--- src/rtl/cahc_pkg.sv ---
// cahc_pkg: shared types, codes and defaults of the central adaptive hop controller
package cahc_pkg;

   localparam int CAHC_HOP_SET_SIZE   = 3;
   localparam int CAHC_SPARE_SET_SIZE = 6;

   localparam int HOP_TABLE_W   = 24;
   localparam int SPARE_TABLE_W = 48;
   localparam int CHAN_W        = 8;
   localparam int CSR_INDEX_W   = 3;
   localparam int CSR_DATA_W    = 48;

   // event codes
   localparam logic [2:0] EV_POLL    = 3'd0;
   localparam logic [2:0] EV_TX_OK   = 3'd1;
   localparam logic [2:0] EV_TX_FAIL = 3'd2;
   localparam logic [2:0] EV_RX      = 3'd3;
   localparam logic [2:0] EV_START   = 3'd4;

   // register indexes
   localparam logic [CSR_INDEX_W-1:0] REG_INIT_HOP   = 3'd0;
   localparam logic [CSR_INDEX_W-1:0] REG_INIT_SPARE = 3'd1;
   localparam logic [CSR_INDEX_W-1:0] REG_LOSS_THR   = 3'd2;
   localparam logic [CSR_INDEX_W-1:0] REG_SYNC_LIMIT = 3'd3;
   localparam logic [CSR_INDEX_W-1:0] REG_SW_LOAD    = 3'd4;

   localparam logic [7:0] LOSS_THR_RESET   = 8'd4;
   localparam logic [7:0] SYNC_LIMIT_RESET = 8'd4;
   localparam logic [7:0] SW_LOAD_RESET    = 8'd3;

   typedef struct packed {
      logic [HOP_TABLE_W-1:0]   init_hop;
      logic [SPARE_TABLE_W-1:0] init_spare;
      logic [7:0]               loss_thr;
      logic [7:0]               sync_limit;
      logic [7:0]               sw_load;
   } cfg_type;

   typedef struct packed {
      logic                   poll_send;
      logic                   poll_peripheral;
      logic [7:0]             poll_switch_count;
      logic [HOP_TABLE_W-1:0] poll_table;
      logic                   flush_tx;
      logic                   set_channel;
      logic [CHAN_W-1:0]      new_channel;
      logic                   rx_report;
   } rsp_type;

endpackage

--- src/rtl/central_adaptive_hop_controller_core.sv ---
// central_adaptive_hop_controller_core: top level with config registers and result buffer
//
// Central side of an adaptive hop poll scheme for two peripherals. The hop state updates at
// the edge that accepts an event word, and the result word is registered into the result
// buffer at that edge. One event word can be taken every clock while the buffer has room; a
// two-entry result buffer keeps req_ready high while one result waits, so req_ready
// drops only when two results are unread. Configuration writes are taken every cycle
// and act on the next start event or poll.
module central_adaptive_hop_controller_core import cahc_pkg::*; #(
   parameter int HOP_SET_SIZE   = CAHC_HOP_SET_SIZE,
   parameter int SPARE_SET_SIZE = CAHC_SPARE_SET_SIZE
) (
   input  logic                     clock,
   input  logic                     reset,
   input  logic                     req_valid,
   output logic                     req_ready,
   input  logic [2:0]               req_event_req,
   output logic                     rsp_valid,
   input  logic                     rsp_ready,
   output logic                     rsp_poll_send,
   output logic                     rsp_poll_peripheral,
   output logic [7:0]               rsp_poll_switch_count,
   output logic [HOP_TABLE_W-1:0]   rsp_poll_table,
   output logic                     rsp_flush_tx,
   output logic                     rsp_set_channel,
   output logic [CHAN_W-1:0]        rsp_new_channel,
   output logic                     rsp_rx_report,
   input  logic                     csr_valid,
   output logic                     csr_ready,
   input  logic [CSR_INDEX_W-1:0]   csr_index,
   input  logic [CSR_DATA_W-1:0]    csr_data
);

   cfg_type    cfg_ff, cfg_in;
   rsp_type    step_rsp;
   rsp_type    head_ff, head_in;
   rsp_type    tail_ff, tail_in;
   logic [1:0] count_ff, count_in;
   logic       push, pop;

   assign csr_ready = 1'b1;

   always_comb begin
      cfg_in = cfg_ff;
      if (csr_valid) begin
         unique case (csr_index)
            REG_INIT_HOP:   cfg_in.init_hop   = csr_data[HOP_TABLE_W-1:0];
            REG_INIT_SPARE: cfg_in.init_spare = csr_data[SPARE_TABLE_W-1:0];
            REG_LOSS_THR:   cfg_in.loss_thr   = csr_data[7:0];
            REG_SYNC_LIMIT: cfg_in.sync_limit = csr_data[7:0];
            REG_SW_LOAD:    cfg_in.sw_load    = csr_data[7:0];
            default: begin
            end
         endcase
      end
   end

   always_ff @(posedge clock) begin
      if (reset) begin
         cfg_ff.init_hop   <= '0;
         cfg_ff.init_spare <= '0;
         cfg_ff.loss_thr   <= LOSS_THR_RESET;
         cfg_ff.sync_limit <= SYNC_LIMIT_RESET;
         cfg_ff.sw_load    <= SW_LOAD_RESET;
      end else begin
         cfg_ff <= cfg_in;
      end
   end

   cahc_engine #(
      .HOP_SET_SIZE   (HOP_SET_SIZE),
      .SPARE_SET_SIZE (SPARE_SET_SIZE)
   ) u_engine (
      .clock     (clock),
      .reset     (reset),
      .ev_accept (push),
      .ev_code   (req_event_req),
      .cfg       (cfg_ff),
      .result    (step_rsp)
   );

   assign req_ready = (count_ff != 2'd2);
   assign push      = req_valid && req_ready;
   assign rsp_valid = (count_ff != 2'd0);
   assign pop       = rsp_valid && rsp_ready;

   // two-word result buffer, head drives the outputs
   always_comb begin
      head_in  = head_ff;
      tail_in  = tail_ff;
      count_in = count_ff + {1'b0, push} - {1'b0, pop};
      if (push && (count_ff == 2'd0 || (count_ff == 2'd1 && pop))) begin
         head_in = step_rsp;
      end else if (pop && count_ff == 2'd2) begin
         head_in = tail_ff;
      end
      if (push && count_ff == 2'd1 && !pop) begin
         tail_in = step_rsp;
      end
   end

   always_ff @(posedge clock) begin
      if (reset) begin
         count_ff <= 2'd0;
      end else begin
         count_ff <= count_in;
      end
   end

   always_ff @(posedge clock) begin
      head_ff <= head_in;
      tail_ff <= tail_in;
   end

   assign rsp_poll_send         = head_ff.poll_send;
   assign rsp_poll_peripheral   = head_ff.poll_peripheral;
   assign rsp_poll_switch_count = head_ff.poll_switch_count;
   assign rsp_poll_table        = head_ff.poll_table;
   assign rsp_flush_tx          = head_ff.flush_tx;
   assign rsp_set_channel       = head_ff.set_channel;
   assign rsp_new_channel       = head_ff.new_channel;
   assign rsp_rx_report         = head_ff.rx_report;

endmodule

--- src/rtl/cahc_engine.sv ---
// cahc_engine: hop state registers and the per-event update and result logic
module cahc_engine import cahc_pkg::*; #(
   parameter int HOP_SET_SIZE   = CAHC_HOP_SET_SIZE,
   parameter int SPARE_SET_SIZE = CAHC_SPARE_SET_SIZE
) (
   input  logic        clock,
   input  logic        reset,
   input  logic        ev_accept,
   input  logic [2:0]  ev_code,
   input  cfg_type     cfg,
   output rsp_type     result
);

   localparam int HP_W = $clog2(HOP_SET_SIZE);

   logic [CHAN_W-1:0] hop_ff   [HOP_SET_SIZE];
   logic [CHAN_W-1:0] hop_in   [HOP_SET_SIZE];
   logic [CHAN_W-1:0] next_ff  [HOP_SET_SIZE];
   logic [CHAN_W-1:0] next_in  [HOP_SET_SIZE];
   logic [CHAN_W-1:0] spare_ff [SPARE_SET_SIZE];
   logic [CHAN_W-1:0] spare_in [SPARE_SET_SIZE];
   logic [7:0]        loss_ff  [HOP_SET_SIZE];
   logic [7:0]        loss_in  [HOP_SET_SIZE];
   logic [7:0]        cd_ff    [2];
   logic [7:0]        cd_in    [2];
   logic [7:0]        miss_ff  [2];
   logic [7:0]        miss_in  [2];
   logic [1:0]        sync_ff, sync_in;
   logic [1:0]        rs_ff, rs_in;
   logic              pend_ff, pend_in;
   logic              per_ff, per_in;
   logic [HP_W-1:0]   hp_ff, hp_in;

   always_comb begin
      logic              p;
      logic              adv;
      logic              rc;
      logic [CHAN_W-1:0] removed;
      hop_in   = hop_ff;
      next_in  = next_ff;
      spare_in = spare_ff;
      loss_in  = loss_ff;
      cd_in    = cd_ff;
      miss_in  = miss_ff;
      sync_in  = sync_ff;
      rs_in    = rs_ff;
      pend_in  = pend_ff;
      per_in   = per_ff;
      hp_in    = hp_ff;
      result   = '0;
      p        = per_ff;
      adv      = 1'b0;
      rc       = 1'b0;
      removed  = '0;
      unique case (ev_code)
         EV_START: begin
            for (int i = 0; i < HOP_SET_SIZE; i++) begin
               hop_in[i]  = cfg.init_hop[8*i +: 8];
               next_in[i] = cfg.init_hop[8*i +: 8];
            end
            for (int i = 0; i < SPARE_SET_SIZE; i++) begin
               spare_in[i] = cfg.init_spare[8*i +: 8];
            end
            result.set_channel = 1'b1;
            result.new_channel = hop_in[hp_ff];
         end
         EV_POLL: begin
            result.flush_tx = 1'b1;
            if (miss_ff[p] != 8'hff) begin
               miss_in[p] = miss_ff[p] + 8'd1;
            end
            if (miss_in[p] >= cfg.sync_limit) begin
               sync_in[p] = 1'b0;
            end
            result.poll_send         = 1'b1;
            result.poll_peripheral   = p;
            result.poll_switch_count = cd_ff[p];
            for (int i = 0; i < HOP_SET_SIZE; i++) begin
               result.poll_table[8*i +: 8] = next_ff[i];
            end
            if (pend_ff) begin
               if (sync_in[p] && loss_ff[hp_ff] != 8'hff) begin
                  loss_in[hp_ff] = loss_ff[hp_ff] + 8'd1;
               end
               if (cd_ff[p] != 8'd0) begin
                  cd_in[p] = cd_ff[p] - 8'd1;
               end else begin
                  hop_in = next_ff;
               end
               // hop channel lost too often: swap in the first spare
               if (loss_in[hp_ff] >= cfg.loss_thr) begin
                  removed = hop_in[hp_ff];
                  for (int i = 0; i < HOP_SET_SIZE; i++) begin
                     loss_in[i] = 8'd0;
                  end
                  pend_in        = 1'b0;
                  next_in[hp_ff] = spare_ff[0];
                  for (int i = 0; i + 1 < SPARE_SET_SIZE; i++) begin
                     spare_in[i] = spare_ff[i+1];
                  end
                  spare_in[SPARE_SET_SIZE-1] = removed;
                  cd_in[0] = cfg.sw_load;
                  cd_in[1] = cfg.sw_load;
               end
            end
         end
         EV_TX_FAIL: begin
            result.flush_tx = 1'b1;
            adv             = 1'b1;
         end
         EV_RX: begin
            sync_in[p] = 1'b1;
            rs_in[p]   = 1'b1;
            miss_in[p] = 8'd0;
            rc = (!sync_in[0] || rs_in[0]) && (!sync_in[1] || rs_in[1]);
            if (p && rc) begin
               loss_in[hp_ff] = 8'd0;
            end
            cd_in[p]         = 8'd0;
            pend_in          = 1'b1;
            result.rx_report = 1'b1;
            adv              = 1'b1;
         end
         default: begin
         end
      endcase

      if (adv) begin
         per_in = ~p;
         if (p) begin
            // back to peripheral 0: next hop
            hp_in = (hp_ff == HP_W'(HOP_SET_SIZE - 1)) ? '0 : hp_ff + HP_W'(1);
            result.set_channel = 1'b1;
            result.new_channel = hop_in[hp_in];
         end else begin
            rc = (!sync_in[0] || rs_in[0]) && (!sync_in[1] || rs_in[1]);
            if (rc) begin
               loss_in[hp_ff] = 8'd0;
               rs_in          = 2'b00;
            end
         end
      end
   end

   always_ff @(posedge clock) begin
      if (reset) begin
         for (int i = 0; i < HOP_SET_SIZE; i++) begin
            hop_ff[i]  <= '0;
            next_ff[i] <= '0;
            loss_ff[i] <= '0;
         end
         for (int i = 0; i < SPARE_SET_SIZE; i++) begin
            spare_ff[i] <= '0;
         end
         cd_ff[0]   <= '0;
         cd_ff[1]   <= '0;
         miss_ff[0] <= '0;
         miss_ff[1] <= '0;
         sync_ff    <= '0;
         rs_ff      <= '0;
         pend_ff    <= 1'b0;
         per_ff     <= 1'b0;
         hp_ff      <= '0;
      end else if (ev_accept) begin
         hop_ff   <= hop_in;
         next_ff  <= next_in;
         spare_ff <= spare_in;
         loss_ff  <= loss_in;
         cd_ff    <= cd_in;
         miss_ff  <= miss_in;
         sync_ff  <= sync_in;
         rs_ff    <= rs_in;
         pend_ff  <= pend_in;
         per_ff   <= per_in;
         hp_ff    <= hp_in;
      end
   end

endmodule

--- config.mk ---
export PLATFORM = sky130hd
export DESIGN_NAME = central_adaptive_hop_controller_core
export DESIGN_NICKNAME = d
export VERILOG_FILES = /design/src/rtl/cahc_pkg.sv /design/src/rtl/central_adaptive_hop_controller_core.sv /design/src/rtl/cahc_engine.sv
export SDC_FILE = /design/constraint.sdc
export NUM_CORES = 1
export LEC_CHECK = 0
export BUFFER_PORTS_ARGS = -buffer_cell sky130_fd_sc_hd__buf_2
export CAP_MARGIN = 20
export CORE_UTILIZATION = 35
export DETAILED_ROUTE_END_ITERATION = 10
export GPL_TIMING_DRIVEN = 0
export SLEW_MARGIN = 0
export SYNTH_ARGS = -nofsm -noshare
export SYNTH_HDL_FRONTEND = slang
export SYNTH_SLANG_ARGS = --single-unit
--- constraint.sdc ---
create_clock -name clock -period 6 [get_ports clock]
set_input_delay 1.2 -clock clock [delete_from_list [all_inputs] [get_ports clock]]
set_output_delay 1.2 -clock clock [all_outputs]
set_load 0.1 [all_outputs]
==> impl_metrics.py <==
metrics = {
    "status": {
        "status": "complete, no violations",
    },
    "critical_path": {
        "critPathKind": "flip-flop to flip-flop",
        "cp_slowest_cell": "a222oi_1",
        "path_buf_inv": 8,
        "start_kind": "flip-flop",
        "cpLargestDelayFamily": "compound AO/OA/AOI/OAI gates",
        "slowest_delay_ns": 0.45,
        "worst-endpoint-required_ns": 6.44,
        "cp.arrival_ns": 6.36,
        "endpoint_kind": "flip-flop",
        "crit_fanout": 10,
    },
    "timing": {
        "tightest_slew_ns": 1.01,
        "period_share_pct": 98.6,
        "finalSetupViolCount": 0,
        "relSlewSlack_pct": 32.7,
        "whs_ns": 0.453,
        "period_needed_ns": 5.92,
        "drv_slew": 0,
        "skew_ns": 0.0209,
        "fmax_mhz": 169,
        "hold_violations": 0,
        "tns_ns": 0,
    },
    "cts": {
        "cts_buffers": 41,
        "clk_path_buf_depth": 3,
        "cts-root-buf": "clkbuf_16",
        "clk_pin_slew_ns": 0.06,
        "clock-sinks": 348,
        "clock_latency_ns": 0.57,
        "cts_max_level": 2,
        "tritoncts": "yes",
    },
    "detailed_routing": {
        "avgRoutedWirePerCell_um": 23.0,
        "drc": 0,
        "top_layer_used": "met4",
        "vias": 16142,
        "dr.pass1.iters": 6,
        "antenna_left": 0,
        "finalWirelength_um": 64500,
        "first_iter_violations": 1820,
        "met3_length_um": 5490,
        "wl_met2_um": 27900,
        "vias_per_cell": 5.76,
        "met1Wirelength_um": 28400,
    },
    "placement": {
        "io_buffers": 104,
        "gp_congestion": 0.992,
        "place_hpwl_um": 48000,
    },
    "global_routing": {
        "grt_usage_pct": 25.6,
        "overflow": 0,
        "grt_pass1_vias": 15259,
        "antenna_found_initial": 0,
        "grt_pass1_wl_um": 96200,
        "grt_max_degree": 35,
    },
    "synth": {
        "synth_flop_cell": "dfxtp_1",
        "syn_inst": 1981,
        "netlist_top_cells_count": "nand2_1, dfxtp_1, a21oi_1",
        "async_flop_share_pct": 0,
        "synth_fa_ha_area_share_pct": 1.55,
        "synth_edf_count": 90,
        "synth_simple_gate_area_share_pct": 19.3,
        "ys_warn_count": 0,
        "synth.most_common_cell": "nand2_1",
        "synthMuxAreaShare_pct": 4.43,
        "synth-seq-cells": 348,
        "avgSynthCellArea_um2": 8.55,
        "synth_nets": 2061,
        "synth_compound_gate_area_share_pct": 21.3,
        "synthesis.area_um2": 16900,
        "synth_top_area_share_pct": 30.5,
        "synth_area_leaders": "dfxtp_1, edfxtp_1, nand2_1, a21oi_1, nor2_1",
        "synth_largest_area_cell": "dfxtp_1",
        "synth_xor_area_share_pct": 1.55,
        "synth_top_family_by_area": "compound AO/OA/AOI/OAI gates",
        "ys_seq_area_share_pct": 46.4,
        "yosys.cell_types.count": 92,
    },
    "floorplanning": {
        "fp.coreArea_um2": 47700,
        "die_h_um": 222,
        "initial_core_util_pct": 35.5,
        "num_rows": 80,
        "die-area_um2": 49300,
        "die_w_um": 222,
        "ios": 107,
    },
    "power": {
        "vdd_ir_drop_max_mv": 0.231,
        "power.total_mw": 7.25,
        "p_leak_nw": 6.87,
        "p_per_area_nw_per_um2": 353,
    },
    "finish": {
        "finalNetCount": 2235,
        "fill_cells": 4741,
        "n_antenna_cell": 0,
        "final_core_util_pct": 43.0,
        "syn_to_final_growth_pct": 21.2,
        "layout-drive-gt1-share_pct": 16.8,
    },
    "flow_run": {
        "max_cap_violations": 0,
    },
    "min_path": {
        "hold_path_class": "flip-flop to flip-flop",
    },
}
[metrics by stage]
step	instances	cell area (µm²)	setup slack [ns]
floorplan	1981	16900	0.0405
global placement	2700	18200	-1.93
detailed placement	2702	18300	-2.04
CTS	2794	20200	0.0250
global route	2802	20500	-0.0503
finish	2802	20500	0.0813
[where the power goes]
| group | switching, mW | internal (mW) | total (mW) |
|---|---|---|---|
| Combinational | 1.36 | 0.441 | 1.80 |
| Clock | 1.05 | 1.69 | 2.74 |
| Sequential | 0.0936 | 2.62 | 2.71 |
| Total | 2.50 | 4.75 | 7.25 |
[flip-flops by register name, summed over array words and instances, names as in the netlist, 2 cells and up]
name,flops
u_engine.spare_ff,48
rsp_poll_table,24
u_engine.miss_ff,16
u_engine.rs_ff,2
u_engine.loss_ff,24
u_engine.next_ff,24
cfg_ff,96
count_ff,2
u_engine.cd_ff,16
rsp_new_channel,8
tail_ff,45
u_engine.hp_ff,2
u_engine.hop_ff,24
rsp_poll_switch_count,8
u_engine.sync_ff,2
[layout by cell type (no fill, tap or decap), types with 42 or more instances in the layout]
master / count
nand2_1: 410
edfxtp_1: 90
nor2_1: 144
a21oi_1: 171
dfxtp_1: 257
clkbuf_16: 42
inv_1: 62
buf_2: 123
o21ai_0: 93
clkbuf_1: 111
[repair_timing]
item / 4_1_cts / 5_1_grt
pin swaps: 11 / 14
cloned: 0 / 1
setup buffers: 18 / 7
resized for setup: 73 / 59
hold buffers: 0 / 0
endpoints found under the setup margin: 113 / 113
[metal layers]
metal | GRT usage [%] | vias up
met2 | 38.7 | 787
met1 | 35.6 | 7764
met3 | 4.41 | 138
met5 | 0 | -
met4 | 11.3 | 0
li1 | - | 7453
[cell families after synthesis]
family | after synthesis
AO/OA/AOI/OAI | 547
AND/OR/NAND/NOR | 745
XOR/XNOR | 30
other | 1
adder cells (fa/ha/maj) | 21
flip-flops | 348
buffers and inverters | 220
multiplexers | 69
[worst reg2reg max path: cells and delay by family, from the launching register on]
kind,cells,cell delay [ns]
adders and majority gates,3,0.72
and+or+nand+nor,5,0.38
buffers and inverters,8,1.17
muxes,1,0.22
xor gates and xnor gates,1,0.17
AOI/OAI and AO/OA,10,2.81
DFF,1,0.35
[cell type report]
cell class / instances / area (µm²) / area share (%)
flip-flops and latches: 348 / 7870 / 38.3
clock inverters: 24 / 370 / 1.80
multi-input cells: 1413 / 8620 / 42.0
repair buffers: 132 / 786 / 3.83
clock buffers: 51 / 1090 / 5.33
plain buffers: 153 / 768 / 3.74
inverters: 66 / 248 / 1.21
well taps: 615 / 769 / 3.75
[path summary, 6_finish.rpt]
path / slack, ns / endpoint / depth (start not counted) / from
worst max-delay path: 0.08 / u_engine.next_ff[5] / 28 / u_engine.per_ff
worst min-delay path: 0.45 / cfg_ff[9] / 2 / cfg_ff[9]
worst max register to register: 0.08 / u_engine.next_ff[5] / 28 / u_engine.per_ff
worst min register to register: 0.45 / cfg_ff[9] / 2 / cfg_ff[9]
(Power assumes the default switching activity.)
